$ cat config.mk
export PLATFORM = sky130hd
export DESIGN_NAME = ilir_front
export DESIGN_NICKNAME = d
export VERILOG_FILES = /design/src/hw/rtl/ilir_pkg.sv /design/src/hw/rtl/ilir_front.sv
export SDC_FILE = /design/constraint.sdc
export NUM_CORES = 1
export LEC_CHECK = 0
export BUFFER_PORTS_ARGS = -buffer_cell sky130_fd_sc_hd__clkbuf_2
export CORE_MARGIN = 5
export CORE_UTILIZATION = 25
export DETAILED_ROUTE_END_ITERATION = 16
export MAX_ROUTING_LAYER = met4
export PLACE_DENSITY_LB_ADDON = 0.2
export SYNTH_ARGS = -nofsm -noshare
export SYNTH_HDL_FRONTEND = slang
export SYNTH_SLANG_ARGS = --single-unit
$ cat constraint.sdc
create_clock -name vclk -period 0.9
set_clock_uncertainty 0.2 [all_clocks]
set_input_delay 0.045 -clock vclk [all_inputs]
set_output_delay 0.045 -clock vclk [all_outputs]
set_load 0.01 [all_outputs]
$ cat src/hw/rtl/ilir_pkg.sv
// Shared types and constants for the indexed list insert/remove block.
// Used by every module in hw/rtl; depends on nothing else.
package ilir_pkg;

  // Storage geometry.
  localparam int DEPTH   = 256;
  localparam int DATA_W  = 32;
  localparam int ADDR_W  = $clog2(DEPTH);
  localparam int CNT_W   = $clog2(DEPTH + 1);

  // Fixed field widths of the request and response words.
  localparam int REQ_W   = 3;
  localparam int IDX_W   = 9;
  localparam int STAT_W  = 3;

  // Depth of the command queue between the front and the back.
  localparam int QDEPTH  = 2;
  localparam int QPTR_W  = $clog2(QDEPTH);
  localparam int QCNT_W  = $clog2(QDEPTH + 1);

  // Request codes as they arrive on the input channel.
  localparam logic [REQ_W-1:0] REQ_READ   = 3'd0;
  localparam logic [REQ_W-1:0] REQ_WRITE  = 3'd1;
  localparam logic [REQ_W-1:0] REQ_INSERT = 3'd2;
  localparam logic [REQ_W-1:0] REQ_REMOVE = 3'd3;
  localparam logic [REQ_W-1:0] REQ_RESIZE = 3'd4;

  // Configuration register indexes.
  localparam logic CFG_MODE_FIXED   = 1'b0;
  localparam logic CFG_MODE_MUTABLE = 1'b1;

  // Response status codes.
  typedef enum logic [STAT_W-1:0] {
    ST_OK        = 3'd0,
    ST_IMMUTABLE = 3'd1,
    ST_FIXED     = 3'd2,
    ST_RANGE     = 3'd3,
    ST_FULL      = 3'd4
  } status_t;

  // Command kinds after classification by the front.
  typedef enum logic [2:0] {
    K_READ,
    K_WRITE,
    K_INSERT,
    K_REMOVE,
    K_RESIZE,
    K_NOP,
    K_FAIL
  } kind_t;

  // One classified command as it travels through the queue.
  typedef struct packed {
    kind_t              kind;
    status_t            status;
    logic [IDX_W-1:0]   index;
    logic [DATA_W-1:0]  value;
    logic [CNT_W-1:0]   new_size;
  } cmd_t;

  // Back-end sequencer states.
  typedef enum logic [2:0] {
    BK_IDLE,
    BK_SHIFT_UP,
    BK_INS_LAST,
    BK_INS_WORD,
    BK_RM_SHIFT,
    BK_RM_LAST,
    BK_FILL,
    BK_RESP
  } bk_state_t;

endpackage

$ cat src/hw/rtl/ilir_front.sv
// Front end: accepts request words and classifies them into queue commands.
// Mode checks happen here; range and capacity checks are left to the back.
// Depends on ilir_pkg.
module ilir_front
  import ilir_pkg::*;
(
  input  logic              in_valid,
  output logic              in_stall,
  input  logic [REQ_W-1:0]  in_req_type,
  input  logic [IDX_W-1:0]  in_index,
  input  logic [DATA_W-1:0] in_value,
  input  logic [IDX_W-1:0]  in_new_size,
  input  logic              mode_fixed,
  input  logic              mode_mutable,
  input  logic              q_full,
  output logic              q_push,
  output cmd_t              q_cmd
);

  kind_t kind;
  logic  is_mod;
  logic  is_shape;

  // Decode the request code.
  always_comb begin
    case (in_req_type)
      REQ_READ:   kind = K_READ;
      REQ_WRITE:  kind = K_WRITE;
      REQ_INSERT: kind = K_INSERT;
      REQ_REMOVE: kind = K_REMOVE;
      REQ_RESIZE: kind = K_RESIZE;
      default:    kind = K_NOP;
    endcase
  end

  // Modifying requests need a mutable list; shape changes also need a resizable one.
  assign is_mod   = (kind == K_WRITE) || (kind == K_INSERT) || (kind == K_REMOVE)
                    || (kind == K_RESIZE);
  assign is_shape = (kind == K_INSERT) || (kind == K_REMOVE) || (kind == K_RESIZE);

  always_comb begin
    q_cmd.kind     = kind;
    q_cmd.status   = ST_OK;
    q_cmd.index    = in_index;
    q_cmd.value    = in_value;
    q_cmd.new_size = CNT_W'(in_new_size);
    if (is_mod && !mode_mutable) begin
      q_cmd.kind   = K_FAIL;
      q_cmd.status = ST_IMMUTABLE;
    end else if (is_shape && mode_fixed) begin
      q_cmd.kind   = K_FAIL;
      q_cmd.status = ST_FIXED;
    end
  end

  // The queue absorbs words until it fills.
  assign in_stall = q_full;
  assign q_push   = in_valid && !q_full;

endmodule

* Yosys cells after proc, flatten, opt, wreduce, memory -nomap -nowiden
Cells that the tools add are included.
** Word-level totals
- Flip-flop bits (word level) :: 0
- Input port bits :: 57
- Output and inout port bits :: 58
- Logic and storage cells :: 22
** Operators by class
- Equal/unequal tests :: 8
- Multiplexer cells :: 3
- Reduce and logical (&&, ||, !) cells :: 11
** Operators with widths (count)
- $pmux 3 s5 :: 1
- $eq 3x2->1 const B :: 4
- $mux 6 :: 2
- $eq 3x1->1 const B :: 2
- $eq 3x3->1 const B :: 2
- $logic_or 1x1->1 :: 5
- $logic_and 1x1->1 :: 3
- $logic_not 3->1 :: 1
- $logic_not 1->1 :: 2

* Logic depth before layout (Yosys ltp)
- Word-level depth :: 8
- Mapped depth :: 3
- Depth with buffers taken out :: 3

* Worst setup path before layout
No wires, ideal clock.
- Path type :: input port to output port
- From :: input port in_req_type[0]
- To :: output port q_cmd[51] (netlist bit)
- Arrival :: 0.467 ns
- Data required time :: 0.655 ns
- Path slack :: 0.188 ns
- Cell stages on the path :: 3
- Path buffers :: 0
- Path through :: nor2_1 nand2_1 a21oi_1
** RTL lines
- from (decl) :: line ilir_front.sv:9 : input logic [REQ_W-1:0] in_req_type,
- to (decl) :: line ilir_front.sv:17 : output cmd_t q_cmd

* Worst setup path in the final report
- From :: input port in_new_size[8]
- To :: output port q_cmd[8] (netlist bit)
** RTL lines
- from (decl) :: line ilir_front.sv:12 : input logic [IDX_W-1:0] in_new_size,
No word-level cell between the ends.

==> results.cfg <==
[timing]
setup_ws_ns = -0.00420
hold_ws_ns = 0.0999
fin_crit_ns = 0.904
rsz0062_at_grt = yes
period_share_pct = 100
fmax_mhz = 1110
drv_slew = 0
setup_viol = 1
finalSetupTns_ns = -0.00420
finalHoldViolCount = 0

[outcome]
violations = setup timing
status = finished with violations

[floorplanning]
ios = 115
die_area_sq_um = 2900
die_x_microns = 53.9
start_util_pct = 27.0
die_h_microns = 53.9
rows = 15
coreArea_sq_um = 1780

[setup_path]
critPathArrivalTime_ns = 0.66
crit_chain = dlygate4sd3_1
crit_slowest_cell = dlygate4sd3_1
crit_path_max_fanout = 1
cpPeakStageDelay_ns = 0.61
path_class = in -> out
cp-start-kind = primary input
timing.critical_path.buf_inv = 1
cp_top_family = buffers and inverters
critPathRequiredTime_ns = 0.65
cp-end-kind = primary output

[synthesis]
ys_seq_area_share_pct = 0
synth_nets = 127
yosysUniqueCellTypes = 12
yosys-top-cells-count = 52 x buf_4, 4 x a21oi_1, 3 x nand2_1, 3 x nor2_1
synth.top_cell.area_share_pct = 81.0
synth_area_leaders = buf_4 81%, a21oi_1 4.2%, nand2_1 2.3%
yosys_warnings = 0
synth_most_common_cell = buf_4
syn_inst = 70
yosys.area.top_type = buf_4
netlist_area_sq_um = 482
avgSynthCellArea_sq_um = 6.88

[routing]
route.detailed.drc = 0
drt_wl_total_microns = 1720
first_iter_violations = 2
ant_nets = 0
wl_per_cell_microns = 15.5
viasPerCell = 4.01
firstDrtPassIters = 2
vias = 445

[placement]
placedCellCount = 60
hpwl_microns = 603
io_buffer_count = 14
gp_congestion = 0.632
post-place-ws_ns = -0.0137

[cells_and_area]
n_fill_cell = 169
drive_gt1_share_pct = 26.7
utilization_pct = 43.1
multi_input_area_sq_um = 104
nClkBuffers = 0
seq_cells = 0
area_growth_pct = 59.5
num_antenna_cells = 0
final_cells = 111
ff_latch_area_sq_um = 0
fin_nets = 145

[power]
power_switching_uw = 163
ir_drop_mv = 0.198
p_int_uw = 213
pwr-share-comb_pct = 100.0
cellPowerDensity_nw_per_um2 = 490
switching_share_pct = 43.4
clkPwrFrac_pct = 0
power_frac_seq_pct = 0
p_leak_uw = 0.000347

[global_routing]
grt_use_total_pct = 7.69
antenna_found_initial = 0
grt_max_degree = 8
overflow = 0
grt_pass1_vias = 380
grt_pass1_wl_microns = 1620

[worst_hold_path]
hold_path_class = in -> out

[job]
maxCapViolCount = 0
## logic make-up (layout without fill, tap and decap cells)
group / Yosys count / in the layout / share of synthesized area, %
other cells: 1 / 1 / 0.778
simple gates: 9 / 9 / 8.57
compound gates: 7 / 7 / 8.83
buf+inv: 53 / 69 / 81.8
## what timing repair did
| item | CTS | global route |
|---|---|---|
| setup endpoints to repair | 4 | 6 |
| pin swaps | 2 | 2 |
| hold buffers | 50 | 0 |
| setup buffers | 0 | 1 |
| endpoints found under the hold margin | 50 | 0 |
| resized for setup | 2 | 18 |
## cell usage in the layout (no fill, tap or decap), drive strengths merged
cell          synthesis  layout
a21oi                 5       5
buf                  52      11
clkbuf                0       7
conb                  1       1
dlygate4sd3           0      49
dlymetal6s4s          0       1
inv                   1       1
nand2                 3       3
nand2b                1       1
nor2                  3       3
nor2b                 1       1
o21bai                1       1
o22ai                 1       1
or2                   1       1
## worst paths after layout
kind,start,end,slack [ns],depth (start not counted)
worst max-delay path,in_new_size[8],q_cmd[8],-0.004,1
worst min-delay path,q_full,in_stall,0.1,2
## per-layer routing
| layer | up-vias | global-route usage [%] | part of all wire [%] |
|---|---|---|---|
| li1 | 195 | - | - |
| met4 | 0 | 0 | 0 |
| met2 | 55 | 19.8 | 63 |
| met1 | 195 | 5.23 | 21 |
| met5 | - | - | 0 |
| met3 | 0 | 0.277 | 16 |
## metrics by stage
stage               instance area, sq um  power (uW)
floorplan                            482         276
global placement                     215         101
detailed placement                   215        96.6
CTS                                  727         355
global route                         768         398
finish                               768         376
## cell type report
cell class | count | share of cell area [%]
repair buffers | 68 | 81.9
multi-input cells | 17 | 13.5
well taps | 25 | 4.07
inverters | 1 | 0.489
## power by group through the flow
stage	sequential (uW)	combinational, uW	clock (uW)
2_1_floorplan	0	276	0
3_3_place_gp	0	101	0
3_5_place_dp	0	96.6	0
4_1_cts	0	355	0
5_1_grt	0	398	0
6_report	0	376	0
(Power assumes the default switching activity.)
