--- config.mk ---
export PLATFORM = sky130hd
export DESIGN_NAME = ilir_cmdq
export DESIGN_NICKNAME = d
export VERILOG_FILES = /design/src/hw/rtl/ilir_pkg.sv /design/src/hw/rtl/ilir_cmdq.sv
export SDC_FILE = /design/constraint.sdc
export NUM_CORES = 1
export LEC_CHECK = 0
export ABC_AREA = 1
export ABC_CLOCK_PERIOD_IN_PS = 4300
export BUFFER_PORTS_ARGS = -buffer_cell sky130_fd_sc_hd__clkbuf_2
export CORE_MARGIN = 5
export CORE_UTILIZATION = 45
export DETAILED_ROUTE_END_ITERATION = 7
export GPL_ROUTABILITY_DRIVEN = 0
export GPL_TIMING_DRIVEN = 1
export PLACE_DENSITY = 0.79
export SYNTH_ARGS = -nofsm -noshare
export SYNTH_HDL_FRONTEND = slang
export SYNTH_SLANG_ARGS = --single-unit
export TNS_END_PERCENT = 50
--- constraint.sdc ---
create_clock -name clk -period 4.3 [get_ports clk]
set_clock_uncertainty 0.05 [all_clocks]
set_input_delay 1.29 -clock clk [delete_from_list [all_inputs] [get_ports clk]]
set_output_delay 1.29 -clock clk [all_outputs]
set_load 0.01 [all_outputs]
--- src/hw/rtl/ilir_pkg.sv ---
// Shared types and constants for the indexed list insert/remove block.
// Used by every module in hw/rtl; depends on nothing else.
package ilir_pkg;

  // Storage geometry.
  localparam int DEPTH   = 256;
  localparam int DATA_W  = 32;
  localparam int ADDR_W  = $clog2(DEPTH);
  localparam int CNT_W   = $clog2(DEPTH + 1);

  // Fixed field widths of the request and response words.
  localparam int REQ_W   = 3;
  localparam int IDX_W   = 9;
  localparam int STAT_W  = 3;

  // Depth of the command queue between the front and the back.
  localparam int QDEPTH  = 2;
  localparam int QPTR_W  = $clog2(QDEPTH);
  localparam int QCNT_W  = $clog2(QDEPTH + 1);

  // Request codes as they arrive on the input channel.
  localparam logic [REQ_W-1:0] REQ_READ   = 3'd0;
  localparam logic [REQ_W-1:0] REQ_WRITE  = 3'd1;
  localparam logic [REQ_W-1:0] REQ_INSERT = 3'd2;
  localparam logic [REQ_W-1:0] REQ_REMOVE = 3'd3;
  localparam logic [REQ_W-1:0] REQ_RESIZE = 3'd4;

  // Configuration register indexes.
  localparam logic CFG_MODE_FIXED   = 1'b0;
  localparam logic CFG_MODE_MUTABLE = 1'b1;

  // Response status codes.
  typedef enum logic [STAT_W-1:0] {
    ST_OK        = 3'd0,
    ST_IMMUTABLE = 3'd1,
    ST_FIXED     = 3'd2,
    ST_RANGE     = 3'd3,
    ST_FULL      = 3'd4
  } status_t;

  // Command kinds after classification by the front.
  typedef enum logic [2:0] {
    K_READ,
    K_WRITE,
    K_INSERT,
    K_REMOVE,
    K_RESIZE,
    K_NOP,
    K_FAIL
  } kind_t;

  // One classified command as it travels through the queue.
  typedef struct packed {
    kind_t              kind;
    status_t            status;
    logic [IDX_W-1:0]   index;
    logic [DATA_W-1:0]  value;
    logic [CNT_W-1:0]   new_size;
  } cmd_t;

  // Back-end sequencer states.
  typedef enum logic [2:0] {
    BK_IDLE,
    BK_SHIFT_UP,
    BK_INS_LAST,
    BK_INS_WORD,
    BK_RM_SHIFT,
    BK_RM_LAST,
    BK_FILL,
    BK_RESP
  } bk_state_t;

endpackage

--- src/hw/rtl/ilir_cmdq.sv ---
// Short command queue between the front and the back.
// Holds classified commands so that each side can stall on its own. Depends on ilir_pkg.
module ilir_cmdq
  import ilir_pkg::*;
(
  input  logic clk,
  input  logic rst_n,
  input  logic push,
  input  cmd_t push_cmd,
  output logic full,
  input  logic pop,
  output logic valid,
  output cmd_t head_cmd
);

  cmd_t              slot_r [QDEPTH];
  logic [QPTR_W-1:0] wr_ptr_r, wr_ptr_nxt;
  logic [QPTR_W-1:0] rd_ptr_r, rd_ptr_nxt;
  logic [QCNT_W-1:0] cnt_r, cnt_nxt;
  logic              do_push;
  logic              do_pop;

  assign full     = (cnt_r == QCNT_W'(QDEPTH));
  assign valid    = (cnt_r != '0);
  assign head_cmd = slot_r[rd_ptr_r];
  assign do_push  = push && !full;
  assign do_pop   = pop && valid;

  // Pointer and fill-level updates.
  always_comb begin
    wr_ptr_nxt = wr_ptr_r;
    rd_ptr_nxt = rd_ptr_r;
    cnt_nxt    = cnt_r;
    if (do_push) begin
      wr_ptr_nxt = (wr_ptr_r == QPTR_W'(QDEPTH - 1)) ? '0 : wr_ptr_r + 1'b1;
    end
    if (do_pop) begin
      rd_ptr_nxt = (rd_ptr_r == QPTR_W'(QDEPTH - 1)) ? '0 : rd_ptr_r + 1'b1;
    end
    if (do_push && !do_pop) begin
      cnt_nxt = cnt_r + 1'b1;
    end else if (do_pop && !do_push) begin
      cnt_nxt = cnt_r - 1'b1;
    end
  end

  always_ff @(posedge clk) begin
    if (!rst_n) begin
      wr_ptr_r <= '0;
      rd_ptr_r <= '0;
      cnt_r    <= '0;
    end else begin
      wr_ptr_r <= wr_ptr_nxt;
      rd_ptr_r <= rd_ptr_nxt;
      cnt_r    <= cnt_nxt;
    end
  end

  // Queue storage carries payload only.
  always_ff @(posedge clk) begin
    if (do_push) begin
      slot_r[wr_ptr_r] <= push_cmd;
    end
  end

endmodule

# == Word-level counts from Yosys, hierarchy flattened ==
# Memories as Yosys holds them, arrays and structs flattened. A register that Yosys moved wholly into a read port is not among the register bits.
# Cells that the tools add are included.
# word_totals
reg_bits,4
output_inout_bits,58
mem_count,1
wordCells,26
mem_bits_rw,112
input_bits,60
# memory_table
memory,depth,width,read_ports,rd_clocked_by_memory_dff,wr,line,text
slot_r,2,56,1,1,1,ilir_cmdq.sv:16,cmd_t slot_r [QDEPTH];
# op_classes
n_reduce_logical,9
addsub,4
n_mux,8
n_eq_ne,1
# ops
operator,n
two-way mux 1 bit,6
logical AND 1 bit,4
two-way mux 2 bit,2
nonzero test 2 bit,2
zero test 1 bit,3
"adder 1 bit, second input constant",2
"adder 2 x 1 -> 2 bit, second input constant",1
"equality test 2 bit, second input constant",1
"subtractor 2 x 1 -> 2 bit, second input constant",1

# == Longest topological paths before layout ==
# Gate-level depths: netlist of run 1.
# depth
depth_word,7
mapped_depth,10
depth_no_buf,10

# == Least setup slack after synthesis of run 1 ==
# No wires, ideal clock.
# synth_path
path_type,input-to-reg
start,input port push
end,memory slot_r[0][0] in the netlist's numbering (enable)
cell_stages,2
setup_ns,0.470
t_required_ns,3.780
path_slack_ns,0.078
n_path_buf,0
t_arrival_ns,3.702
cell_sequence,o21ai_2 nor2_1
# synth_via
elab_chain_cells,3
# synth_lines
item,line,text
from (decl),ilir_cmdq.sv:8,"input logic push,"
logical AND 1 bit,ilir_cmdq.sv:26,assign do_push = push && !full;
two-way mux 1 bit,ilir_cmdq.sv:61,if (do_push) begin
two-way mux 1 bit (implied by the code),ilir_cmdq.sv:62,slot_r[wr_ptr_r] <= push_cmd;
to (decl),ilir_cmdq.sv:16,
# Every way passes these cells.

==> impl_metrics.json, run 1 <==
{
  "synth_top_area_share_pct": 75.6,
  "boundaryPins": 118,
  "track_usage_pct": 13.6,
  "crit_family": "flip-flops",
  "p_leak_nw": 2.28,
  "setup_ws_ps": 1050,
  "ys_warn_count": 0,
  "post-route-period-util_pct": 75.5,
  "netlist_instances": 211,
  "cap_violations": 0,
  "final.setup.tns_ps": 0,
  "num-nets-final": 405,
  "clkLatencyLatePin_ps": 490,
  "wl_per_cell_um": 15.4,
  "grt_pass1_vias": 2502,
  "irDropWorstVdd_uv": 365,
  "wl_met2_mm": 3.88,
  "clkTransAtPathRegs_ps": 50,
  "outcome": "finished, final reports clean",
  "syn_nets": 272,
  "power_density_nw_per_um2": 604,
  "p_comb_share_pct": 22.3,
  "fillers": 779,
  "first_pass_iters": 4,
  "avgViaCountPerCell": 4.62,
  "chipWidth_um": 109,
  "clock_power_share_pct": 33.7,
  "drive_gt1_share_pct": 57.2,
  "startpoint_type": "flop",
  "min_period_ps": 3250,
  "max_freq_ghz": 0.308,
  "routed.top_layer": "met4",
  "clockBufferDepth": 2,
  "intPower_mw": 2.58,
  "n_antenna_cell": 0,
  "path_cells": "buf_12, mux2_2, clkbuf_2",
  "slew_headroom_pct": 46.2,
  "fin_util_pct": 58.7,
  "drv_slew": 0,
  "cts_setup_buffers": 0,
  "dieArea_um2": 12000,
  "met3_length_um": 516,
  "numClockSinks": 117,
  "seq_power_share_pct": 44.0,
  "worstPathArrival_ps": 1910,
  "hp-class": "reg2reg",
  "placementRows": 36,
  "initial_core_util_pct": 45.7,
  "num_vias": 2255,
  "htreeDepth": 4,
  "dpl_worst_slack_ps": 1440,
  "synthDistinctLibCells": 16,
  "rsz0062_at_grt": "false",
  "yosysTopAreaCell": "edfxtp_1",
  "antenna_left": 0,
  "met1Wirelength_mm": 3.02,
  "cp-end-kind": "primary output",
  "synthTopCellsByArea": "edfxtp_1, mux2_4, mux2_2, dfxtp_1, buf_6",
  "hold_violations": 0,
  "overflow": 0,
  "slowest_delay_ps": 570,
  "synth-seq-cells": 117,
  "async_flop_share_pct": 0,
  "core_area_um2": 9730,
  "cts_resized": 0,
  "tightestPinTransition_ps": 806,
  "drt_wl_total_mm": 7.49,
  "ys.flop_type": "edfxtp_1",
  "p_sw_uw": 870,
  "drt_iter0_markers": 68,
  "cts_root_buf": "clkbuf_8",
  "synthToLayoutAreaGrowth_pct": 28.4,
  "cp_slowest_cell": "dfxtp_4",
  "hpwl_mm": 5.15,
  "portBuffers": 117,
  "die_y_um": 109,
  "setup_viol": 0,
  "swShare_pct": 25.2,
  "grt_first_pass_wirelength_mm": 11.9,
  "hold_buffers": 0,
  "critical_path_class": "reg2out",
  "drc": 0,
  "crit_required_ps": 2960,
  "yosys.cell_count.top_type": "edfxtp_1",
  "synth-edff-count": 112,
  "yosysSeqAreaShare_pct": 77.8,
  "numCtsBuffers": 17,
  "synth_area_um2": 4450,
  "grt_start_max_net_pins": 36,
  "finalPower_mw": 3.45,
  "synthTopCellsByCount": "edfxtp_1, mux2_4, mux2_2, nor2_1, inv_1",
  "cts_tree": "done",
  "synth.avg_cell_area_um2": 21.1,
  "antenna_found_initial": 0,
  "path_max_fanout": 35,
  "cp_num_buf_inv": 2
}
==> kinds of logic after synthesis <==
group	Yosys count	synth area share, %
buffers and inverters	14	2.05
muxes	56	17.5
AOI/OAI and AO/OA	5	0.703
and+or+nand+nor	18	1.60
adders and majority gates	1	0.281
DFF	117	77.8
==> registers in the layout, summed over array words and instances (netlist names), named ones only <==
register,cells
slot_r,112
cnt_r,2
rd_ptr_r,1
wr_ptr_r,1
==> worst register-to-register path, delay by kind of cell, from the launching register on <==
kind | cells | cell delay [ps]
flip-flops | 1 | 330
AO/OA/AOI/OAI | 1 | 120
buffers and inverters | 2 | 420
AND/OR/NAND/NOR | 1 | 640
==> path summary, 6_finish.rpt <==
| path | from | end | slack (ps) | cells after the start |
|---|---|---|---|---|
| hold reg to reg | rd_ptr_r | rd_ptr_r | 480 | 2 |
| hold / removal | rd_ptr_r | rd_ptr_r | 480 | 2 |
| setup reg to reg | cnt_r[1] | slot_r[1][29] | 2430 | 4 |
| setup / recovery | flop | head_cmd[39] | 1050 | 3 |
==> layer usage <==
layer  up-vias  track usage, %
li1       1084               -
met1      1089            15.7
met2        75            22.2
met3         7            5.46
met4         0            6.32
met5         -               0
==> area by class of cell <==
type / instances / area (µm²) / area share, %
clock buffer: 23 / 437 / 7.64
tap: 133 / 166 / 2.91
inverter: 8 / 30.0 / 0.525
sequential: 117 / 3470 / 60.7
multi-input combinational: 80 / 911 / 15.9
timing repair buffer: 120 / 646 / 11.3
clock inverter: 7 / 58.8 / 1.03
==> power groups by stage <==
stage                     Sequential [mW]  Combinational, mW  Clock [mW]
after floorplan                      1.51              0.544           0
after global placement               1.53              0.772           0
after detailed placement             1.54              0.792           0
after CTS                            1.52              0.794        1.20
after global routing                 1.53              0.844        1.26
final                                1.52              0.770        1.16
==> stage by stage <==
| step | instance area [µm²] | hold WS (ps) | instances |
|---|---|---|---|
| after CTS | 5720 | 471 | 488 |
| after global routing | 5720 | 505 | 488 |
| final | 5720 | 480 | 488 |
| after floorplan | 4450 | 417 | 211 |
| after global placement | 5220 | 433 | 458 |
| after detailed placement | 5220 | 457 | 458 |
==> cells in the final DEF (no fill, tap or decap) <==
cell	netlist	routed
inv_1	8	8
clkbuf_2	0	117
o21a_1	1	1
nand2_1	7	7
clkinv_1	0	1
nor2_4	0	2
edfxtp_1	112	112
clkbuf_16	0	16
buf_12	0	3
dfxtp_1	5	4
dfxtp_4	0	1
a21oi_1	1	1
nand3_1	1	1
clkinv_2	0	5
o21ai_0	2	2
mux2_2	16	16
nor2_1	9	7
mux2_4	40	40
ha_1	1	1
bufinv_16	0	1
clkbuf_1	0	6
clkbuf_8	0	1
nand4_1	1	1
o21ai_2	1	1
No activity file was read; power rests on OpenSTA's default activity.
==> run 2, diff against run 1 <==
Settings changed: ABC_CLOCK_PERIOD_IN_PS 4300 to 2700.
Clock period 4.3 ns to 2.7 ns, I/O delays scaled along.
==> run 2 against run 1 <==
Via count increased by 2.4%. Critical path type unchanged. Count of clock-buffer cells in the layout down 3. Critical path depth stayed put. Critical endpoint is now head_cmd[54]. Non-clock buffer count grew 1.
==> impl_metrics.json, run 2 (same netlist as run 1, synthesis figures left out) <==
{
  "p_leak_nw": 2.30,
  "irDropWorstVdd_uv": 539,
  "power_density_nw_per_um2": 983,
  "drt_wl_total_mm": 7.87,
  "dieArea_um2": 12000,
  "p_comb_share_pct": 22.6,
  "boundaryPins": 118,
  "initial_core_util_pct": 45.7,
  "setup_viol": 0,
  "intPower_mw": 4.21,
  "min_period_ps": 2590,
  "swShare_pct": 25.6,
  "clockBufferDepth": 2,
  "hp-class": "in2reg",
  "top_register": "slot_r",
  "drv_slew": 0,
  "dpl_cell_area_um2": 5220,
  "hold_buffers": 0,
  "synthToLayoutAreaGrowth_pct": 29.3,
  "chipWidth_um": 109,
  "grt_start_max_net_pins": 57,
  "clkTransAtPathRegs_ps": 60,
  "n_antenna_cell": 0,
  "max_freq_ghz": 0.386,
  "first_pass_iters": 4,
  "p_sw_mw": 1.45,
  "overflow": 0,
  "avgViaCountPerCell": 4.70,
  "track_usage_pct": 13.8,
  "rsz0062_at_grt": "false",
  "cts_root_buf": "clkbuf_8",
  "core_area_um2": 9730,
  "num-nets-final": 406,
  "wl_per_cell_um": 16.0,
  "fin_util_pct": 59.1,
  "biggestRegsByFlops": "slot_r (112), cnt_r (2)",
  "post-route-period-util_pct": 95.9,
  "num_vias": 2310,
  "clock_power_share_pct": 35.4,
  "grt_first_pass_wirelength_mm": 12.0,
  "clkLatencyLatePin_ps": 500,
  "htreeDepth": 4,
  "final.setup.tns_ps": 0,
  "hold_violations": 0,
  "outcome": "finished, final reports clean",
  "hpwl_mm": 5.16,
  "path_max_fanout": 56,
  "portBuffers": 117,
  "finalPower_mw": 5.66,
  "cts_setup_buffers": 0,
  "die_y_um": 109,
  "cp-end-kind": "primary output",
  "drc": 0,
  "cap_violations": 0,
  "cts_tree": "done",
  "cts_resized": 0,
  "numCtsBuffers": 17,
  "antenna_left": 0,
  "antenna_found_initial": 1,
  "crit_required_ps": 1840,
  "tightestPinTransition_ps": 521,
  "numClockSinks": 117,
  "worstPathArrival_ps": 1730,
  "slew_headroom_pct": 65.2,
  "post-route-cell-area_um2": 5750,
  "setup_ws_ps": 111,
  "largest_reg_flops": 112,
  "final_common_cell": "clkbuf_2",
  "startpoint_type": "flop",
  "drt_iter0_markers": 76,
  "dpl_worst_slack_ps": 612,
  "seq_power_share_pct": 42.0,
  "critical_path_class": "reg2out",
  "placementRows": 36,
  "grt_pass1_vias": 2515,
  "layout_common_cells": "clkbuf_2, edfxtp_1, mux2_4",
  "drive_gt1_share_pct": 58.1
}
-- run 2: cell types whose count changed in the layout (fill, tap and decap cells not counted), sizes merged --
cell and change:
buf +1, bufinv +1, clkbuf -3, clkinv +2
clkinvlp +2
-- run 2: cell type report --
cell class                 instances  area [µm²]
clock buffer                      20         425
tap                              133         166
clock inverter                    12         113
fill                             769        3980
sequential                       117        3470
timing repair buffer             121         641
inverter                           8        30.0
multi-input combinational         80         911
-- run 2: worst paths after layout --
kind	depth (start not counted)	to	from	slack [ps]
worst max-delay path	3	head_cmd[54]	flop	110
worst min-delay path	1	slot_r[0][46]	push_cmd[46]	450
worst max register to register	9	cnt_r[1]	cnt_r[1]	1020
worst min register to register	2	rd_ptr_r	rd_ptr_r	470
-- run 2: power groups by stage --
| stage | registers [mW] | logic [mW] | clock network (mW) |
|---|---|---|---|
| after floorplan | 2.39 | 0.870 | 0 |
| after global placement | 2.40 | 1.27 | 0 |
| after detailed placement | 2.41 | 1.30 | 0 |
| after CTS | 2.38 | 1.31 | 2.05 |
| after global routing | 2.40 | 1.38 | 2.14 |
| final | 2.38 | 1.28 | 2.00 |
-- run 2: worst max-delay path, cell delays in order (launching register included) --
cell and delay (ps):
dfxtp_4 340, buf_12 330, mux2_2 390, clkbuf_2 130
-- run 2: layer usage --
| metal | track usage [%] | vias up | share of wire (%) |
|---|---|---|---|
| li1 | - | 1088 | - |
| met1 | 14.6 | 1133 | 38 |
| met2 | 23.8 | 83 | 53 |
| met3 | 6.69 | 4 | 8.4 |
| met4 | 4.90 | 2 | 0.34 |
| met5 | 0 | - | 0.17 |
-- run 2: through the flow --
stage	cells	hold WS, ps
after floorplan	211	417
after global placement	459	432
after detailed placement	459	449
after CTS	491	424
after global routing	491	418
final	491	452
==> run 3, diff against run 2 <==
Settings changed: ABC_AREA 1 to unset, CTS_BUF_LIST set to sky130_fd_sc_hd__clkbuf_4 sky130_fd_sc_hd__clkbuf_8 sky130_fd_sc_hd__clkbuf_16.
==> run 3 against run 2 <==
Sequential power is essentially flat. Core utilization rose by 1.0 points. Final cell count is 3.7% lower. Routed wire length is 6.0% lower. Count of clock-buffer cells in the layout is 1 lower. Die area is 3.7% lower. Register-to-register slack improved by 40 ps. Hold slack improved by 3.3 ps. Critical path type unchanged. Critical endpoint is now head_cmd[55]. Largest cell class unchanged.
==> impl_metrics.json, run 3 <==
{
  "outcome": "finished, final reports clean",
  "yosysTopAreaCell": "edfxtp_1",
  "hold_buffers": 0,
  "netlist_instances": 199,
  "synthToLayoutAreaGrowth_pct": 30.2,
  "drv_slew": 0,
  "dieArea_um2": 11500,
  "drc": 0,
  "synthTopCellsByArea": "edfxtp_1, mux2_2, dfxtp_1, buf_4, and2_1",
  "synth-seq-cells": 117,
  "cp_slowest_cell": "mux2_2",
  "cts_tree": "done",
  "grt_pass1_vias": 2397,
  "multi_input_area_um2": 767,
  "portBuffers": 117,
  "path_max_fanout": 56,
  "cp_num_buf_inv": 2,
  "critical_path_class": "reg2out",
  "muxShareOfSynthArea_pct": 14.8,
  "synth_top_area_share_pct": 78.8,
  "overflow": 0,
  "slowest_delay_ps": 400,
  "crit_family": "buffers and inverters",
  "grt_start_max_net_pins": 57,
  "whs_path_depth": 1,
  "crit_required_ps": 1840,
  "synthTopCellsByCount": "edfxtp_1, mux2_2, dfxtp_1, buf_4, and2_1",
  "clkTransAtPathRegs_ps": 50,
  "rrSetupSlack_ps": 1060,
  "cts_resized": 0,
  "hold_violations": 0,
  "irDropWorstVdd_uv": 516,
  "chipWidth_um": 107,
  "drt_wl_total_mm": 7.40,
  "largest_reg_flops": 112,
  "tightestPinTransition_ps": 399,
  "intPower_mw": 4.09,
  "worstPathArrival_ps": 1650,
  "first_pass_iters": 4,
  "htreeDepth": 4,
  "max_freq_ghz": 0.398,
  "synth.avg_cell_area_um2": 21.5,
  "biggestRegsByFlops": "slot_r (112), cnt_r (2)",
  "min_period_ps": 2510,
  "clock_power_share_pct": 34.7,
  "hpwl_mm": 4.83,
  "synthSimpleGateAreaFrac_pct": 1.35,
  "r2r_cells": 6,
  "clkLatencyLatePin_ps": 480,
  "clockBufferDepth": 2,
  "register_area_um2": 3460,
  "synth_fa_ha_area_share_pct": 0.293,
  "synth_compound_area_share_pct": 0.762,
  "final.setup.tns_ps": 0,
  "p_leak_nw": 2.12,
  "seq_power_share_pct": 42.5,
  "n_antenna_cell": 0,
  "synth-edff-count": 112,
  "cp-end-kind": "primary output",
  "finalPower_mw": 5.53,
  "setup_ws_ps": 186,
  "hp-class": "in2reg",
  "placementRows": 35,
  "initial_core_util_pct": 46.2,
  "num-nets-final": 394,
  "rsz0062_at_grt": "false",
  "cts_root_buf": "clkbuf_8",
  "synthDistinctLibCells": 22,
  "drt_iter0_markers": 66,
  "avgViaCountPerCell": 4.66,
  "wl_per_cell_um": 15.6,
  "synth_area_um2": 4270,
  "reg2reg_from": "cnt_r[0]",
  "syn_nets": 260,
  "dpl_worst_slack_ps": 674,
  "post-route-period-util_pct": 93.1,
  "layout_common_cells": "clkbuf_2, edfxtp_1, mux2_2",
  "yosysSeqAreaShare_pct": 81.1,
  "synth_xor_area_share_pct": 0.615,
  "die_y_um": 107,
  "core_area_um2": 9240,
  "fillers": 702,
  "hp-start": "push_cmd[54]",
  "p_sw_mw": 1.43,
  "final_common_cell": "clkbuf_2",
  "top_register": "slot_r",
  "boundaryPins": 118,
  "yosys.cell_count.top_type": "edfxtp_1",
  "cts_setup_buffers": 0,
  "startpoint_type": "flop",
  "drive_gt1_share_pct": 61.0,
  "async_flop_share_pct": 0,
  "power_density_nw_per_um2": 994,
  "antenna_found_initial": 0,
  "num_vias": 2202,
  "numClockSinks": 117,
  "min_to": "slot_r[1][54]",
  "antenna_left": 0,
  "p_comb_share_pct": 22.8,
  "grt_first_pass_wirelength_mm": 11.5,
  "setup_viol": 0,
  "track_usage_pct": 13.4,
  "cap_violations": 0,
  "numCtsBuffers": 17,
  "reg2reg_to": "cnt_r[1]",
  "synth_top_family_by_area": "multiplexers",
  "slew_headroom_pct": 73.4,
  "path_cells": "buf_12, mux2_2, clkbuf_2",
  "ys_warn_count": 0,
  "swShare_pct": 25.9,
  "ys.flop_type": "edfxtp_1"
}
[run 3: layer usage]
| layer | vias up | GRT usage, % | routed length (µm) |
|---|---|---|---|
| li1 | 1048 | - | - |
| met1 | 1072 | 15.4 | 3030 |
| met2 | 73 | 22.5 | 3750 |
| met3 | 9 | 4.74 | 523 |
| met4 | 0 | 5.95 | 96 |
| met5 | - | 0 | 0 |
[run 3: area by class of cell]
cell class                 count  share of cell area (%)
sequential                   117                    62.3
inverter                       2                   0.135
timing repair buffer         121                    11.5
multi-input combinational     74                    13.8
tap                          129                    2.90
clock buffer                  19                    7.72
clock inverter                11                    1.60
[run 3: how the worst max path moves through the flow]
stage               start            to  slack [ps]  cells after the start
floorplan            push  slot_r[0][0]          10                      2
global placement     flop  head_cmd[28]         670                      3
detailed placement   flop  head_cmd[28]         670                      3
CTS                  flop  head_cmd[55]         140                      3
global route         flop  head_cmd[42]         110                      3
finish               flop  head_cmd[55]         190                      3
[run 3: cell families (layout without fill, tap and decap cells)]
logic type	count (synthesis)	count (layout)
buffers and inverters	8	153
adders and majority gates	1	1
and+or+nand+nor	9	9
DFF	117	117
AOI/OAI and AO/OA	5	5
muxes	56	56
xor gates and xnor gates	3	3
[run 3: stage by stage]
stage	area, µm²	cells	utilization, %	hold slack, ps
after global placement	5040	443	54.6	441
final	5560	473	60.2	456
after detailed placement	5040	443	54.6	460
after CTS	5560	473	60.2	424
after floorplan	4280	199	-	429
after global routing	5560	473	60.2	432
[run 3: power groups by stage]
stage	combinational, mW	clock [mW]	sequential [mW]
floorplan	0.820	0	2.37
global placement	1.28	0	2.37
detailed placement	1.29	0	2.39
CTS	1.30	1.97	2.35
global route	1.37	2.07	2.37
finish	1.26	1.92	2.35
[run 3: worst register-to-register path, stage by stage (launching register included)]
cell      delay, ps
dfxtp_1         400
nand2b_1        180
inv_2            70
nor2_1          120
ha_1            270
or3_1           350
a21boi_1        130
